$ cat config.mk
export PLATFORM = sky130hd
export DESIGN_NAME = sha1_message_digest
export DESIGN_NICKNAME = d
export VERILOG_FILES = /design/src/sha1_pkg.sv /design/src/sha1_message_digest.sv
export SDC_FILE = /design/constraint.sdc
export NUM_CORES = 2
export LEC_CHECK = 0
export ABC_AREA = 0
export ABC_CLOCK_PERIOD_IN_PS = 7300
export BUFFER_PORTS_ARGS = -buffer_cell sky130_fd_sc_hd__buf_2
export CORE_ASPECT_RATIO = 0.5
export CORE_MARGIN = 2
export CORE_UTILIZATION = 55
export CTS_BUF_LIST = sky130_fd_sc_hd__clkbuf_8
export CTS_CLUSTER_DIAMETER = 80
export CTS_CLUSTER_SIZE = 40
export DETAILED_ROUTE_END_ITERATION = 10
export PLACE_DENSITY = 0.8
export SYNTH_ARGS = -nofsm -noshare
export SYNTH_HDL_FRONTEND = slang
export SYNTH_SLANG_ARGS = --single-unit
$ cat constraint.sdc
create_clock -name clk_i -period 7.3 [get_ports clk_i]
set_input_delay 0.73 -clock clk_i [delete_from_list [all_inputs] [get_ports clk_i]]
set_output_delay 0.73 -clock clk_i [all_outputs]
set_load 0.01 [all_outputs]
$ cat src/sha1_pkg.sv
// package with item types, sequencer states and constants of the sha-1 digest block
`timescale 1ns / 1ps

package sha1_pkg;

  typedef struct packed {
    logic [7:0] data_byte;
    logic       byte_present;
    logic       end_of_message;
  } in_item_t;

  typedef struct packed {
    logic [31:0] digest_word;
    logic [2:0]  word_index;
    logic        last_word;
  } out_item_t;

  typedef enum logic [2:0] {
    S_IDLE,
    S_PAD_ONE,
    S_PAD_ZERO,
    S_PAD_LEN,
    S_ROUND,
    S_ADD,
    S_OUT
  } state_e;

  localparam int unsigned DigestWords = 5;
  localparam int unsigned BlockWords  = 16;
  localparam logic [6:0]  LastRound   = 7'd79;
  localparam logic [5:0]  LastFill    = 6'd63;
  localparam logic [5:0]  LenFill     = 6'd56;
  localparam logic [2:0]  LastIndex   = 3'd4;

  localparam logic [31:0] InitValue [DigestWords] = '{
    32'h67452301, 32'hEFCDAB89, 32'h98BADCFE, 32'h10325476, 32'hC3D2E1F0
  };

  localparam logic [31:0] K0 = 32'h5A827999;
  localparam logic [31:0] K1 = 32'h6ED9EBA1;
  localparam logic [31:0] K2 = 32'h8F1BBCDC;
  localparam logic [31:0] K3 = 32'hCA62C1D6;

  localparam logic [7:0] PadByte  = 8'b10000000;
  localparam logic [7:0] ZeroByte = 8'h00;

endpackage

$ cat src/sha1_message_digest.sv
// sha-1 digest over a byte stream with one shared round unit and a small sequencer
`timescale 1ns / 1ps

// channel   dir  handshake                payload
// in        in   in_valid_i / in_stall_o  in_data_i  (data_byte, byte_present, end_of_message)
// out       out  out_valid_o / out_stall_i out_data_o (digest_word, word_index, last_word)
//
// a byte item is taken while the sequencer is idle; the item that fills a block adds 80 rounds
// through the single round unit, then one chaining add
// an end item adds the padding bytes, one or two compressions and the
// five digest words on the output; in_stall_o is high whenever the sequencer is not idle
// asynchronous active-low reset loads the initial values; out_stall_i holds a word

module sha1_message_digest (
  input  logic                clk_i,
  input  logic                rst_ni,
  input  logic                in_valid_i,
  output logic                in_stall_o,
  input  sha1_pkg::in_item_t  in_data_i,
  output logic                out_valid_o,
  input  logic                out_stall_i,
  output sha1_pkg::out_item_t out_data_o
);

  sha1_pkg::state_e state_q, state_d, ret_q, ret_d;

  logic [31:0] chain_q [sha1_pkg::DigestWords];
  logic [31:0] chain_d [sha1_pkg::DigestWords];
  logic [31:0] work_q  [sha1_pkg::DigestWords];
  logic [31:0] work_d  [sha1_pkg::DigestWords];
  logic [31:0] line_q  [sha1_pkg::BlockWords];
  logic [31:0] line_d  [sha1_pkg::BlockWords];
  logic [23:0] acc_q, acc_d;
  logic [5:0]  fill_q, fill_d;
  logic [63:0] count_q, count_d;
  logic [6:0]  round_q, round_d;
  logic [2:0]  idx_q, idx_d;

  logic        push;
  logic [7:0]  push_byte;
  logic [7:0]  len_byte;
  logic [5:0]  fill_next;
  logic [31:0] f_val, k_val, tmp, sched_new;
  logic        in_acc, out_acc;

  assign in_acc    = in_valid_i && !in_stall_o;
  assign out_acc   = out_valid_o && !out_stall_i;
  assign fill_next = fill_q + 6'd1;
  assign len_byte  = 8'(count_q >> {~fill_q[2:0], 3'b000});

  // round unit
  always_comb begin
    if (round_q inside {[7'd0 : 7'd19]}) begin
      f_val = (work_q[1] & work_q[2]) | (~work_q[1] & work_q[3]);
      k_val = sha1_pkg::K0;
    end else if (round_q inside {[7'd20 : 7'd39]}) begin
      f_val = work_q[1] ^ work_q[2] ^ work_q[3];
      k_val = sha1_pkg::K1;
    end else if (round_q inside {[7'd40 : 7'd59]}) begin
      f_val = (work_q[1] & work_q[2]) | (work_q[1] & work_q[3]) | (work_q[2] & work_q[3]);
      k_val = sha1_pkg::K2;
    end else begin
      f_val = work_q[1] ^ work_q[2] ^ work_q[3];
      k_val = sha1_pkg::K3;
    end
    tmp = {work_q[0][26:0], work_q[0][31:27]} + f_val + work_q[4] + line_q[0] + k_val;
    sched_new = line_q[13] ^ line_q[8] ^ line_q[2] ^ line_q[0];
    sched_new = {sched_new[30:0], sched_new[31]};
  end

  always_comb begin
    state_d = state_q;
    ret_d   = ret_q;
    chain_d = chain_q;
    work_d  = work_q;
    line_d  = line_q;
    acc_d   = acc_q;
    fill_d  = fill_q;
    count_d = count_q;
    round_d = round_q;
    idx_d   = idx_q;
    push      = 1'b0;
    push_byte = sha1_pkg::ZeroByte;

    case (state_q)
      sha1_pkg::S_IDLE: begin
        if (in_acc) begin
          if (in_data_i.byte_present) begin
            push      = 1'b1;
            push_byte = in_data_i.data_byte;
            count_d   = count_q + 64'd8;
          end
          if (push && fill_q == sha1_pkg::LastFill) begin
            state_d = sha1_pkg::S_ROUND;
            ret_d   = in_data_i.end_of_message ? sha1_pkg::S_PAD_ONE : sha1_pkg::S_IDLE;
          end else if (in_data_i.end_of_message) begin
            state_d = sha1_pkg::S_PAD_ONE;
          end
        end
      end
      sha1_pkg::S_PAD_ONE, sha1_pkg::S_PAD_ZERO: begin
        push      = 1'b1;
        push_byte = (state_q == sha1_pkg::S_PAD_ONE) ? sha1_pkg::PadByte : sha1_pkg::ZeroByte;
        if (fill_q == sha1_pkg::LastFill) begin
          state_d = sha1_pkg::S_ROUND;
          ret_d   = sha1_pkg::S_PAD_ZERO;
        end else if (fill_next == sha1_pkg::LenFill) begin
          state_d = sha1_pkg::S_PAD_LEN;
        end else begin
          state_d = sha1_pkg::S_PAD_ZERO;
        end
      end
      sha1_pkg::S_PAD_LEN: begin
        push      = 1'b1;
        push_byte = len_byte;
        if (fill_q == sha1_pkg::LastFill) begin
          state_d = sha1_pkg::S_ROUND;
          ret_d   = sha1_pkg::S_OUT;
        end
      end
      sha1_pkg::S_ROUND: begin
        work_d[4] = work_q[3];
        work_d[3] = work_q[2];
        work_d[2] = {work_q[1][1:0], work_q[1][31:2]};
        work_d[1] = work_q[0];
        work_d[0] = tmp;
        for (int i = 0; i < sha1_pkg::BlockWords - 1; i++) begin
          line_d[i] = line_q[i+1];
        end
        line_d[sha1_pkg::BlockWords-1] = sched_new;
        round_d = round_q + 7'd1;
        if (round_q == sha1_pkg::LastRound) begin
          round_d = '0;
          state_d = sha1_pkg::S_ADD;
        end
      end
      sha1_pkg::S_ADD: begin
        for (int i = 0; i < sha1_pkg::DigestWords; i++) begin
          chain_d[i] = chain_q[i] + work_q[i];
        end
        state_d = ret_q;
        idx_d   = '0;
      end
      sha1_pkg::S_OUT: begin
        if (out_acc) begin
          idx_d = idx_q + 3'd1;
          if (idx_q == sha1_pkg::LastIndex) begin
            idx_d   = '0;
            chain_d = sha1_pkg::InitValue;
            count_d = '0;
            fill_d  = '0;
            state_d = sha1_pkg::S_IDLE;
          end
        end
      end
      default: begin
        state_d = sha1_pkg::S_IDLE;
      end
    endcase

    // byte packing into the schedule line
    if (push) begin
      fill_d = fill_next;
      if (fill_q[1:0] == 2'd3) begin
        for (int i = 0; i < sha1_pkg::BlockWords - 1; i++) begin
          line_d[i] = line_q[i+1];
        end
        line_d[sha1_pkg::BlockWords-1] = {acc_q, push_byte};
      end else begin
        acc_d = {acc_q[15:0], push_byte};
      end
      if (fill_q == sha1_pkg::LastFill) begin
        work_d = chain_q;
      end
    end
  end

  always_ff @(posedge clk_i or negedge rst_ni) begin
    if (!rst_ni) begin
      state_q <= sha1_pkg::S_IDLE;
      ret_q   <= sha1_pkg::S_IDLE;
      chain_q <= sha1_pkg::InitValue;
      work_q  <= '{default: '0};
      fill_q  <= '0;
      count_q <= '0;
      round_q <= '0;
      idx_q   <= '0;
    end else begin
      state_q <= state_d;
      ret_q   <= ret_d;
      chain_q <= chain_d;
      work_q  <= work_d;
      fill_q  <= fill_d;
      count_q <= count_d;
      round_q <= round_d;
      idx_q   <= idx_d;
    end
  end

  always_ff @(posedge clk_i) begin
    line_q <= line_d;
    acc_q  <= acc_d;
  end

  assign in_stall_o             = (state_q != sha1_pkg::S_IDLE);
  assign out_valid_o            = (state_q == sha1_pkg::S_OUT);
  assign out_data_o.digest_word = chain_q[idx_q];
  assign out_data_o.word_index  = idx_q;
  assign out_data_o.last_word   = (idx_q == sha1_pkg::LastIndex);

endmodule

==> results by group <==
STA
  • Fin. Hold Viols: 0
  • Unrepaired setup endpoints after global routing: no
  • Setup TNS: 0 ns
  • Peak Freq: 157 MHz
  • Slew margin rel.: 0.287
  • Skew final: 0.0584 ns
  • Tightest Pin Transition: 1.07 ns
  • Final worst path period share: 0.875
  • Max-slew violations: 0
  • Setup-failing EPs final: 0
  • Crit path time final: 6.39 ns

Clocking
  • Root Driver: clkbuf_8
  • CTS Sinks: 939
  • Clk_lat worst skew: 0.75 ns
  • Clock transition at path regs: 0.21 ns
  • H-tree depth: 2
  • CTS Buf Count: 35
  • CTS tree: done
  • CTS Buffer Depth: 3

Cells and area
  • N_diodes: 0
  • Share of layout cells above drive strength 1: 0.164
  • Area growth from synthesis to layout: 4.15%
  • Fin nets: 5184

Global routing
  • Largest net degree at the start of global routing: 212
  • Total gr overflow: 0
  • Number of global-route vias before repair: 36200
  • Initial antenna violation count: 4
  • First-pass GRT wire length: 204 mm
  • Global-route usage over all layers: 0.278

Synthesis
  • Syn_area_per_cell: 10.1 um2
  • Yosys Warn Count: 0
  • Async set-reset flop share out of synthesis: 0.429
  • Post-synth top area cell: dfxtp_1
  • Syn Nets: 5290
  • Post-synth EDFFs: 24
  • Top-area cell type share of the netlist area: 0.206
  • #FFs+latches synth: 939
  • Ys flop type: dfxtp_1
  • Yosys cell types: 94
  • Seq/Total Area, Yosys: 0.425
  • Mapped Area: 0.0498 mm2
  • Cells after Synth: 4951
  • Synth top area cells: dfxtp_1 (21%), dfrtp_1 (16%), mux2_2 (11%)

Worst setup path
  • WP data required: 7.92 ns
  • Worst EP arrival: 7.00 ns
  • Crit path max fanout: 19
  • Critical Path Sink Type: flip-flop
  • Critical Path Start Type: flip-flop
  • WS Path Type: reg2reg

Detailed routing
  • DR vias: 37100
  • DRT Pass-1 Iters: 6
  • Post-Route WL: 131 mm
  • Drt initial violations: 4049
  • Vias/cell: 6.12
  • Remaining antenna violation count: 0
  • Wirelength per Cell: 21.6 um
  • Residual DRC count: 0

Die
  • Die area: 0.0930 mm2
  • Initial core utilization: 0.559
  • Row count: 77
  • Die Y: 217 um
  • Ports: 52
  • Core area: 0.0890 mm2
  • Die width: 429 um

Flow run
  • Max-cap violations: 0

Status
  • Status: finished, final reports clean

Placement
  • Dpl hpwl: 95.6 mm
  • PortBufs: 51
  • Gpl congestion: 0.983

Worst hold path
  • Hold Crit Class: in2reg
## cells by family (layout without fill, tap and decap cells)
| kind of cell | count (synthesis) | count (layout) | synth area share |
|---|---|---|---|
| mux | 575 | 575 | 0.139 |
| simple gates | 1302 | 1302 | 0.115 |
| flops | 939 | 939 | 0.425 |
| buf+inv | 469 | 389 | 0.0356 |
| xor+xnor | 298 | 298 | 0.0525 |
| fa+ha+maj | 325 | 325 | 0.101 |
| compound gates | 1043 | 1043 | 0.132 |
## path summary, 6_finish.rpt
| path | startpoint | endpoint | slack [ns] | depth (start not counted) |
|---|---|---|---|---|
| max in group asynchronous | rst_ni | count_q[32]$_DFFE_PN0P_ | 5.37 | 3 |
| worst max-delay path | round_q[1]$_DFFE_PN0P_ | work_q[157]$_DFF_PN0_ | 0.91 | 22 |
| min in group asynchronous | rst_ni | chain_q[0]$_DFFE_PN0P_ | 0.54 | 2 |
| worst max register to register | round_q[1]$_DFFE_PN0P_ | work_q[157]$_DFF_PN0_ | 0.91 | 22 |
| worst min register to register | acc_q[15]$_DFFE_PP_ | acc_q[23]$_DFFE_PP_ | 0.48 | 0 |
| worst min-delay path | in_data_i[0] | ret_q[0]$_DFFE_PN0P_ | 0.24 | 2 |
## stage by stage
stage	util	std cells	setup WS (ns)	cell area, um2	hold slack [ns]
2_1_floorplan	-	4951	2.08	49800	0.418
3_3_place_gp	0.573	5992	1.21	51000	0.435
3_5_place_dp	0.573	5992	1.01	51000	0.439
4_1_cts	0.582	6056	0.956	51800	0.180
5_1_grt	0.582	6056	0.392	51800	0.178
6_report	0.582	6056	0.914	51800	0.239
## placed cells by master, fill, tap and decap left out, drive strengths merged, types with 23 or more instances in the layout
cell type,instances
a21o,92
a21oi,284
a22o,44
a31oi,143
and3,32
buf,84
clkbuf,38
dfrtp,323
dfstp,80
dfxtp,512
edfxtp,24
fa,125
ha,200
inv,258
mux2,482
mux2i,48
mux4,45
nand2,512
nand2b,29
nand3,61
nand4,23
nor2,464
nor2b,24
nor3,52
o21a,25
o21ai,241
o22ai,23
or3,34
xnor2,185
xor2,113
## cells in the mapped netlist (45+ instances only)
cell type,instances
nand2_1,512
a21oi_1,283
mux4_2,45
dfrtp_1,323
fa_1,125
dfxtp_1,512
ha_1,200
nor2_1,462
a21o_1,86
mux2i_1,48
nor3_1,46
a31oi_1,143
clkbuf_1,202
nand3_1,60
mux2_2,482
xnor2_1,185
inv_1,239
dfstp_2,80
o21ai_0,226
xor2_1,113
## cell type report
cell class | instances | area (um2)
Fill cell | 7344 | 37200
Clock buffer | 38 | 523
Sequential cell | 939 | 21200
Inverter | 241 | 905
Clock inverter | 25 | 255
Tap cell | 1185 | 1480
Timing Repair Buffer | 85 | 598
Multi-Input combinational cell | 3543 | 26900
## registers in the layout (all words and copies together), names as in the netlist
name	count
line_q	512
round_q	7
count_q	61
fill_q	6
chain_q	160
ret_q	3
idx_q	3
acc_q	24
state_q	3
work_q	160
## worst max-delay path: stages (launching register included)
cell       delay, ns
dfrtp_1         0.45
ha_1            0.28
nor2_1          0.08
o21bai_1        0.20
o2111ai_2       0.18
inv_2           0.38
nor2_2          0.21
inv_1           0.56
nor2_1          0.08
nor2_1          0.23
fa_1            0.46
fa_1            0.51
fa_1            0.40
nor2b_1         0.16
o21ai_0         0.13
a21boi_0        0.40
o211ai_1        0.24
a211oi_1        0.42
o31a_1          0.27
nor3_1          0.08
o21ai_0         0.23
mux2i_1         0.21
o21ai_0         0.08
## metal layers
metal	vias to the layer above	track usage	wire, um
met5	-	0	0
met2	1554	0.417	55300
met3	223	0.0693	14900
li1	17100	-	-
met4	0	0.0792	3690
met1	18200	0.399	57000
## timing repair
action                    CTS  global route
hold buffers                1             0
setup buffers               0             0
gates resized for setup     0             0
hold endpoints to repair   43             0
Power is not shown: default switching activity piles up to over one toggle a cycle in this logic, so the estimate is an artifact.
